--- config.mk ---
export PLATFORM = sky130hd
export DESIGN_NAME = priority_outbox_queue_core
export DESIGN_NICKNAME = d
export VERILOG_FILES = /design/src/rtl/core/poq_pkg.sv /design/src/rtl/core/priority_outbox_queue_core.sv /design/src/rtl/core/poq_cell.sv
export SDC_FILE = /design/constraint.sdc
export NUM_CORES = 1
export LEC_CHECK = 0
export BUFFER_PORTS_ARGS = -buffer_cell sky130_fd_sc_hd__buf_4
export CAP_MARGIN = 20
export CORE_MARGIN = 2
export CORE_UTILIZATION = 35
export CTS_CLUSTER_SIZE = 12
export DETAILED_ROUTE_END_ITERATION = 16
export GPL_TIMING_DRIVEN = 0
export PLACE_DENSITY = 0.52
export SYNTH_ARGS = -nofsm -noshare
export SYNTH_HDL_FRONTEND = slang
export SYNTH_SLANG_ARGS = --single-unit
--- constraint.sdc ---
create_clock -name i_clk -period 8.6 [get_ports i_clk]
set_input_delay 0.43 -clock i_clk [delete_from_list [all_inputs] [get_ports i_clk]]
set_output_delay 0.43 -clock i_clk [all_outputs]
set_load 0.005 [all_outputs]
--- src/rtl/core/poq_pkg.sv ---
// shared types and constants for the priority outbox queue
`timescale 1ns / 1ps

package poq_pkg;

    localparam int QUEUE_DEPTH   = 16;
    localparam int ID_BITS       = 16;
    localparam int PRIORITY_BITS = 2;
    localparam int OP_BITS       = 3;
    localparam int INDEX_BITS    = 4;
    localparam int IDX_W         = $clog2(QUEUE_DEPTH);
    localparam int CNT_W         = $clog2(QUEUE_DEPTH + 1);
    localparam int CMP_W         = (CNT_W > INDEX_BITS) ? CNT_W : INDEX_BITS;

    typedef enum logic [OP_BITS-1:0] {
        OP_ADD      = 3'd0,
        OP_GET_NEXT = 3'd1,
        OP_MARK     = 3'd2,
        OP_CLEAR    = 3'd3,
        OP_CONTAINS = 3'd4,
        OP_READ     = 3'd5
    } t_op;

    typedef enum logic [1:0] {
        ST_IDLE,
        ST_EXEC,
        ST_CLEAR,
        ST_DONE
    } t_state;

    typedef enum logic [1:0] {
        CELL_HOLD,
        CELL_INSERT,
        CELL_REMOVE
    } t_cell_mode;

    typedef struct packed {
        logic [ID_BITS-1:0]       id;
        logic [PRIORITY_BITS-1:0] pri;
        logic                     pers;
    } t_entry;

    typedef struct packed {
        t_cell_mode               mode;
        logic [IDX_W-1:0]         pos;
        logic [PRIORITY_BITS-1:0] key;
        t_entry                   entry;
    } t_cell_cmd;

    typedef struct packed {
        logic lt;
        logic eq;
        logic keep;
    } t_cell_flags;

endpackage

--- src/rtl/core/priority_outbox_queue_core.sv ---
// top level of the priority outbox queue: control sequencer over a chain of entry cells
`timescale 1ns / 1ps
// a request is captured in the idle state, executed in the execute state and its result
//   loaded into the output register from the done state; clear first passes through the
//   clear state, which removes the non-persistent entries one per cycle in the chain
// the next input is taken only back in idle, while a result may still wait for the receiver
// reset (i_rst_n low, synchronous): queue empty, no send in flight, normal priority 1

module priority_outbox_queue_core (
    input  logic                                 i_clk,
    input  logic                                 i_rst_n,
    // configuration write channel
    input  logic                                 i_cfg_valid,
    output logic                                 o_cfg_ready,
    input  logic [poq_pkg::PRIORITY_BITS-1:0]    i_cfg_data,
    // input channel
    input  logic                                 i_in_valid,
    output logic                                 o_in_ready,
    input  logic [poq_pkg::OP_BITS-1:0]          i_op,
    input  logic [poq_pkg::ID_BITS-1:0]          i_message_id,
    input  logic [poq_pkg::PRIORITY_BITS-1:0]    i_priority_req,
    input  logic                                 i_persistent,
    input  logic                                 i_sent_ok,
    input  logic [poq_pkg::INDEX_BITS-1:0]       i_index,
    // output channel
    output logic                                 o_out_valid,
    input  logic                                 i_out_ready,
    output logic                                 o_found,
    output logic [poq_pkg::ID_BITS-1:0]          o_out_id,
    output logic [poq_pkg::PRIORITY_BITS-1:0]    o_out_priority,
    output logic                                 o_out_persistent,
    output logic                                 o_in_flight,
    output logic [poq_pkg::CNT_W-1:0]            o_entry_count,
    output logic                                 o_error
);
    import poq_pkg::*;

    // control state
    t_state                   r_state, n_state;
    logic [CNT_W-1:0]         r_occ, n_occ;
    logic                     r_send, n_send;
    logic [PRIORITY_BITS-1:0] r_norm;
    logic                     r_out_valid, n_out_valid;

    // captured request
    t_op                      r_op;
    logic [ID_BITS-1:0]       r_id;
    logic [PRIORITY_BITS-1:0] r_pri;
    logic                     r_pers;
    logic                     r_ok;
    logic [INDEX_BITS-1:0]    r_idx;

    // result held between execute and the output register
    logic                     r_found, n_found;
    t_entry                   r_rd, n_rd;
    logic                     r_err, n_err;

    // output register
    logic                     r_o_found, n_o_found;
    t_entry                   r_o_entry, n_o_entry;
    logic                     r_o_flight, n_o_flight;
    logic [CNT_W-1:0]         r_o_count, n_o_count;
    logic                     r_o_err, n_o_err;

    // cell chain
    t_cell_cmd                cell_cmd;
    t_entry                   cell_entry [QUEUE_DEPTH];
    t_cell_flags              cell_flags [QUEUE_DEPTH];

    // per-position decode
    logic [QUEUE_DEPTH-1:0]   occupied;
    logic [QUEUE_DEPTH-1:0]   lt_hit;
    logic [QUEUE_DEPTH-1:0]   eq_hit;
    logic [QUEUE_DEPTH-1:0]   drop_hit;
    logic [IDX_W-1:0]         lt_first;
    logic [IDX_W-1:0]         drop_first;
    logic [IDX_W-1:0]         ins_pos;
    logic [IDX_W-1:0]         rd_sel;
    t_entry                   rd_entry;
    logic                     full;
    logic                     idx_in_range;
    logic                     out_free;

    genvar g;
    generate
        for (g = 0; g < QUEUE_DEPTH; g++) begin : g_cell
            t_entry left_nb;
            t_entry right_nb;
            // end cells see themselves; an insert never feeds cell 0 from the left,
            // a remove fills the last cell with its own stale value past occupancy
            if (g == 0) begin : g_first
                assign left_nb = cell_entry[g];
            end else begin : g_mid_l
                assign left_nb = cell_entry[g-1];
            end
            if (g == QUEUE_DEPTH - 1) begin : g_last
                assign right_nb = cell_entry[g];
            end else begin : g_mid_r
                assign right_nb = cell_entry[g+1];
            end

            poq_cell u_cell (
                .i_clk      (i_clk),
                .i_cell_idx (IDX_W'(g)),
                .i_cmd      (cell_cmd),
                .i_left     (left_nb),
                .i_right    (right_nb),
                .o_entry    (cell_entry[g]),
                .o_flags    (cell_flags[g])
            );
        end
    endgenerate

    // positions below occupancy hold live entries; flags of other cells are ignored
    always_comb begin
        for (int k = 0; k < QUEUE_DEPTH; k++) begin
            occupied[k] = (CNT_W'(k) < r_occ);
            lt_hit[k]   = occupied[k] & cell_flags[k].lt;
            eq_hit[k]   = occupied[k] & cell_flags[k].eq;
            drop_hit[k] = occupied[k] & ~cell_flags[k].keep;
        end
    end

    // first live entry of lower priority, and first non-persistent entry
    always_comb begin
        lt_first   = '0;
        drop_first = '0;
        for (int k = QUEUE_DEPTH - 1; k >= 0; k--) begin
            if (lt_hit[k]) begin
                lt_first = IDX_W'(k);
            end
            if (drop_hit[k]) begin
                drop_first = IDX_W'(k);
            end
        end
    end

    assign full         = (r_occ == CNT_W'(QUEUE_DEPTH));
    assign idx_in_range = (CMP_W'(r_idx) < CMP_W'(r_occ));

    // insert point: tail for normal priority or no lower entry, and never ahead of a
    // head that is being sent
    always_comb begin
        if ((r_pri == r_norm) || !(|lt_hit)) begin
            ins_pos = IDX_W'(r_occ);
        end else if (r_send && (lt_first == '0)) begin
            ins_pos = IDX_W'(1);
        end else begin
            ins_pos = lt_first;
        end
    end

    // head for get-next, indexed entry for read
    assign rd_sel   = (r_op == OP_GET_NEXT) ? '0 : IDX_W'(r_idx);
    assign rd_entry = cell_entry[rd_sel];

    assign out_free    = !r_out_valid || i_out_ready;
    assign o_in_ready  = (r_state == ST_IDLE);
    assign o_cfg_ready = 1'b1;

    // sequencer: next state, cell command, result capture
    always_comb begin
        n_state        = r_state;
        n_occ          = r_occ;
        n_send         = r_send;
        n_found        = r_found;
        n_rd           = r_rd;
        n_err          = r_err;
        n_out_valid    = r_out_valid;
        n_o_found      = r_o_found;
        n_o_entry      = r_o_entry;
        n_o_flight     = r_o_flight;
        n_o_count      = r_o_count;
        n_o_err        = r_o_err;
        cell_cmd.mode  = CELL_HOLD;
        cell_cmd.pos   = '0;
        cell_cmd.key   = r_pri;
        cell_cmd.entry = '{id: r_id, pri: r_pri, pers: r_pers};

        // output transfer frees the register
        if (r_out_valid && i_out_ready) begin
            n_out_valid = 1'b0;
        end

        unique case (r_state)
            ST_IDLE: begin
                if (i_in_valid) begin
                    n_state = ST_EXEC;
                end
            end
            ST_EXEC: begin
                n_found = 1'b0;
                n_rd    = '0;
                n_err   = 1'b0;
                n_state = ST_DONE;
                unique case (r_op)
                    OP_ADD: begin
                        if (full) begin
                            n_err = 1'b1;
                        end else begin
                            cell_cmd.mode = CELL_INSERT;
                            cell_cmd.pos  = ins_pos;
                            n_occ         = r_occ + CNT_W'(1);
                        end
                    end
                    OP_GET_NEXT: begin
                        if (r_occ != '0) begin
                            n_send  = 1'b1;
                            n_found = 1'b1;
                            n_rd    = rd_entry;
                        end
                    end
                    OP_MARK: begin
                        // head leaves only after a delivered in-flight send
                        if (r_ok && r_send && (r_occ != '0)) begin
                            cell_cmd.mode = CELL_REMOVE;
                            cell_cmd.pos  = '0;
                            n_occ         = r_occ - CNT_W'(1);
                        end
                        n_send = 1'b0;
                    end
                    OP_CLEAR: begin
                        n_state = ST_CLEAR;
                    end
                    OP_CONTAINS: begin
                        n_found = |eq_hit;
                    end
                    OP_READ: begin
                        if (idx_in_range) begin
                            n_found = 1'b1;
                            n_rd    = rd_entry;
                        end
                    end
                    default: begin
                        n_found = 1'b0;
                    end
                endcase
            end
            ST_CLEAR: begin
                // one non-persistent entry squeezed out per cycle, order kept
                if (|drop_hit) begin
                    cell_cmd.mode = CELL_REMOVE;
                    cell_cmd.pos  = drop_first;
                    n_occ         = r_occ - CNT_W'(1);
                end else begin
                    n_state = ST_DONE;
                end
            end
            ST_DONE: begin
                // wait here only while an earlier result still sits unread
                if (out_free) begin
                    n_out_valid = 1'b1;
                    n_o_found   = r_found;
                    n_o_entry   = r_rd;
                    n_o_flight  = r_send;
                    n_o_count   = r_occ;
                    n_o_err     = r_err;
                    n_state     = ST_IDLE;
                end
            end
            default: begin
                n_state = ST_IDLE;
            end
        endcase
    end

    // control registers
    always_ff @(posedge i_clk) begin
        if (!i_rst_n) begin
            r_state     <= ST_IDLE;
            r_occ       <= '0;
            r_send      <= 1'b0;
            r_norm      <= PRIORITY_BITS'(1);
            r_out_valid <= 1'b0;
        end else begin
            r_state     <= n_state;
            r_occ       <= n_occ;
            r_send      <= n_send;
            r_out_valid <= n_out_valid;
            if (i_cfg_valid && o_cfg_ready) begin
                r_norm <= i_cfg_data;
            end
        end
    end

    // payload registers
    always_ff @(posedge i_clk) begin
        if (i_in_valid && o_in_ready) begin
            r_op   <= t_op'(i_op);
            r_id   <= i_message_id;
            r_pri  <= i_priority_req;
            r_pers <= i_persistent;
            r_ok   <= i_sent_ok;
            r_idx  <= i_index;
        end
        r_found    <= n_found;
        r_rd       <= n_rd;
        r_err      <= n_err;
        r_o_found  <= n_o_found;
        r_o_entry  <= n_o_entry;
        r_o_flight <= n_o_flight;
        r_o_count  <= n_o_count;
        r_o_err    <= n_o_err;
    end

    assign o_out_valid      = r_out_valid;
    assign o_found          = r_o_found;
    assign o_out_id         = r_o_entry.id;
    assign o_out_priority   = r_o_entry.pri;
    assign o_out_persistent = r_o_entry.pers;
    assign o_in_flight      = r_o_flight;
    assign o_entry_count    = r_o_count;
    assign o_error          = r_o_err;

endmodule

--- src/rtl/core/poq_cell.sv ---
// one queue position: holds an entry, shifts with its neighbors, compares priority
`timescale 1ns / 1ps

module poq_cell (
    input  logic                        i_clk,
    input  logic [poq_pkg::IDX_W-1:0]   i_cell_idx,
    input  poq_pkg::t_cell_cmd          i_cmd,
    input  poq_pkg::t_entry             i_left,
    input  poq_pkg::t_entry             i_right,
    output poq_pkg::t_entry             o_entry,
    output poq_pkg::t_cell_flags        o_flags
);
    import poq_pkg::*;

    t_entry r_entry;
    t_entry n_entry;

    always_comb begin
        n_entry = r_entry;
        unique case (i_cmd.mode)
            CELL_INSERT: begin
                if (i_cell_idx == i_cmd.pos) begin
                    n_entry = i_cmd.entry;
                end else if (i_cell_idx > i_cmd.pos) begin
                    n_entry = i_left;
                end
            end
            CELL_REMOVE: begin
                if (i_cell_idx >= i_cmd.pos) begin
                    n_entry = i_right;
                end
            end
            default: n_entry = r_entry;
        endcase
    end

    always_ff @(posedge i_clk) begin
        r_entry <= n_entry;
    end

    assign o_entry       = r_entry;
    assign o_flags.lt    = (r_entry.pri < i_cmd.key);
    assign o_flags.eq    = (r_entry.pri == i_cmd.key);
    assign o_flags.keep  = r_entry.pers;

endmodule

==> results.cfg <==
[run_status]
status = finished, final reports clean

[yosys]
yosysSeqAreaShare = 0.4778
synth_cell_types = 84
syn-cell-area_um2 = 24280
synth_top_cell_area_share = 0.4687
syn_avg_cell_area_um2 = 10.42
ys_seq_elements = 390
yosysTopAreaCell = edfxtp_1
yosysWarnings = 0
synth_area_leaders = edfxtp_1 47%, nor2b_1 5.2%, a211oi_1 5.0%, mux2_2 4.7%, nand2_1 3.6%
syn_inst = 2331
ys_async_sr_fraction = 0
syn-num-nets = 2409
synth_top_flop_cell = edfxtp_1
synth-edff-count = 379

[clock_tree]
clk_pin_slew_ns = 0.06
cts_sinks = 390
root_buffer = clkbuf_16
cts_max_path_buffers = 3
clk_latency_ns = 0.63
cts_tree = done
htree_levels = 2
cts_resized = 0
cts_made_buffers = 50

[worst_hold_path]
hp-start = i_cfg_data[0]
holdPathStages = 3
hp-class = input port to flop

[sta]
max_freq_mhz = 148.4
tns_ns = 0
skew_ns = 0.03309
tightest_slew_ns = 1.344
hold_violations = 0
period_minus_slack_ns = 6.739
final_max_slew_viol_count = 0
layout_worst_path_cycle_share = 0.7836
setup_violations = 0
rsz0062_at_grt = false
relSlewSlack = 0.1040

[global_routing]
antenna_found_initial = 10
grt_pass1_wl_um = 184600
globalRoute.totalOverflow = 0
grt.total_usage = 0.3757
first_global_vias = 22360
grt_max_degree = 29

[placement]
port-buffer-count = 62
gp_congestion = 1.100
dp_hpwl_um = 100600

[run]
cap_violations = 0

[layout]
fillers = 6687
layout.area.seq_um2 = 11600
area_delta_synth_final_pct = 17.29
drive_gt1_frac = 0.1365
nets = 2578
multi_input_area_um2 = 11780

[power]
netSwitchingFraction = 0.4310
worst_ir_drop_vdd_uv = 145.2
combPwrFrac = 0.405
clkPwrFrac = 0.262
p_leak_nw = 9.297
p_seq_frac = 0.333
power_density_nw_per_um2 = 295.3
p_int_mw = 4.785
p_switching_mw = 3.625
p_total_mw = 8.410

[floorplanning]
core_um2 = 68590
die_width_um = 267.4
rows = 96
ios = 64
fp.dieH_um = 267.4
start_util = 0.3540
dieArea_um2 = 71490

[critical_path]
required_ns = 8.91
critPathKind = flop to flop
critPathLaunchType = flop
r2r_cells = 18
arrival_ns = 7.05
end_kind = flop
r2r-start = r_occ[1]
startpoint = r_occ[1]
crit_fanout = 10

[routing]
ant_nets = 0
drt-initial-drc-count = 3989
vias_per_cell = 6.708
drc = 0
vias = 23360
wl_per_cell_um = 38.90
first_pass_iters = 8
wl_um = 135500
-- synthesized netlist by cell type (all sizes together), types with 37 or more instances --
| master | count |
|---|---|
| edfxtp | 379 |
| nand2 | 235 |
| nor2b | 200 |
| clkbuf | 188 |
| a211oi | 165 |
| mux2 | 126 |
| o21ai | 116 |
| a21oi | 114 |
| nor3 | 81 |
| a221o | 67 |
| a41oi | 66 |
| a31oi | 54 |
| o211ai | 54 |
| nor2 | 51 |
| mux2i | 48 |
| ha | 44 |
| nand3b | 41 |
| buf | 38 |
| inv | 37 |
-- critical path, stage by stage (launching register included) --
cell and delay (ns):
dfxtp_1 0.35, buf_2 0.28, buf_2 0.29, inv_1 0.19
ha_1 0.23, o21bai_1 0.21, a21oi_1 0.36, nor2_1 0.09
nand2_1 0.18, o21ai_0 0.18, nand2_1 0.10, nand2_1 0.12
inv_1 0.08, ha_1 0.35, buf_1 0.76, clkbuf_1 0.64
buf_1 0.93, clkbuf_1 0.79, a22oi_1 0.27
-- layer usage --
| metal | vias up | global-route usage | wire, um | share of wire |
|---|---|---|---|---|
| met5 | - | 0 | 63 | 0.00047 |
| met4 | 10 | 0.2461 | 10710 | 0.079 |
| met3 | 473 | 0.1107 | 16170 | 0.12 |
| met2 | 1836 | 0.5533 | 57210 | 0.42 |
| met1 | 11640 | 0.4780 | 51310 | 0.38 |
| li1 | 9403 | - | - | - |
-- worst paths after layout --
check                           slack (ns)                           to
worst min-delay path                  0.03                    r_norm[0]
worst min register to register        0.42                      o_found
worst max-delay path                  1.86  g_cell[4].u_cell.o_entry[1]
worst max register to register        1.86  g_cell[4].u_cell.o_entry[1]
-- cells in the final DEF, fill, tap and decap left out, types with 11 or more instances in the layout --
cell type,Yosys,layout
or3_1,16,16
nand3b_1,41,41
inv_1,37,37
nor2b_1,200,199
nand2b_1,23,23
buf_2,17,18
clkbuf_16,0,51
a31oi_1,52,51
nand3_1,33,33
nand2_1,235,235
mux2i_1,48,48
mux2_1,25,25
buf_8,0,15
clkbuf_1,188,196
o211ai_1,52,52
nor2_1,50,48
a41oi_1,64,64
mux2_2,101,101
nor3_1,79,79
dlygate4sd3_1,0,28
buf_4,4,69
a221o_1,67,67
dfxtp_1,11,11
clkinv_1,4,13
buf_1,14,14
clkinv_2,0,13
edfxtp_1,379,379
a22oi_1,24,24
a21oi_1,113,105
a211oi_1,161,159
ha_1,44,44
o21ai_0,114,114
-- through the flow --
| stage | hold WS (ns) | std cells | cell area (um^2) | setup slack (ns) | utilization |
|---|---|---|---|---|---|
| 2_1_floorplan | 0.4003 | 2331 | 24280 | 3.574 | - |
| 3_3_place_gp | 0.4035 | 3324 | 25910 | 0.8910 | 0.3778 |
| 3_5_place_dp | 0.4080 | 3345 | 26420 | 2.232 | 0.3852 |
| 4_1_cts | 0.03305 | 3467 | 28360 | 2.203 | 0.4135 |
| 5_1_grt | 0.05924 | 3473 | 28450 | 1.797 | 0.4149 |
| 6_report | 0.03137 | 3482 | 28480 | 1.861 | 0.4152 |
-- power by group through the flow --
stage | clock [mW] | sequential [mW] | combinational [mW]
after floorplan | 0 | 2.70 | 1.76
after global placement | 0 | 2.85 | 3.06
after detailed placement | 0 | 2.83 | 3.18
after CTS | 2.21 | 2.79 | 3.20
after global routing | 2.27 | 2.82 | 3.47
final | 2.20 | 2.80 | 3.40
-- flip-flops by register name, summed over array words and instances, names as in the netlist --
signal,flops
g_cell.u_cell.o_entry,304
r_rd,19
o_out_id,16
r_id,16
o_entry_count,5
r_occ,5
r_idx,4
r_op,3
o_out_priority,2
r_norm,2
r_pri,2
r_state,2
o_error,1
o_found,1
o_in_flight,1
o_out_persistent,1
o_out_valid,1
r_err,1
r_found,1
r_ok,1
r_pers,1
r_send,1
-- cells by family (layout without fill, tap and decap cells) --
family	count (synthesis)	count (layout)	synth area share
compound gates	727	727	0.2197
simple gates	721	721	0.1552
flops	390	390	0.4778
buf+inv	267	478	0.04370
mux	174	174	0.07823
fa+ha+maj	44	44	0.02267
xor+xnor	7	7	0.002525
other cells	1	10	0.0001545
-- final cells by class --
cell class	count	share of cell area
sequential	390	0.4074
timing repair buffer	117	0.04170
antenna	9	0.0007909
inverter	41	0.005404
tap	931	0.04091
clock inverter	35	0.01239
clock buffer	59	0.04587
multi-input combinational	1674	0.4137
buffer	226	0.03185
-- what timing repair did --
| action | in CTS | in global routing |
|---|---|---|
| hold buffers | 28 | 0 |
| buffers inserted | 0 | 0 |
| hold endpoints to repair | 28 | 0 |
Note: power is estimated with default switching activity, not from simulation.
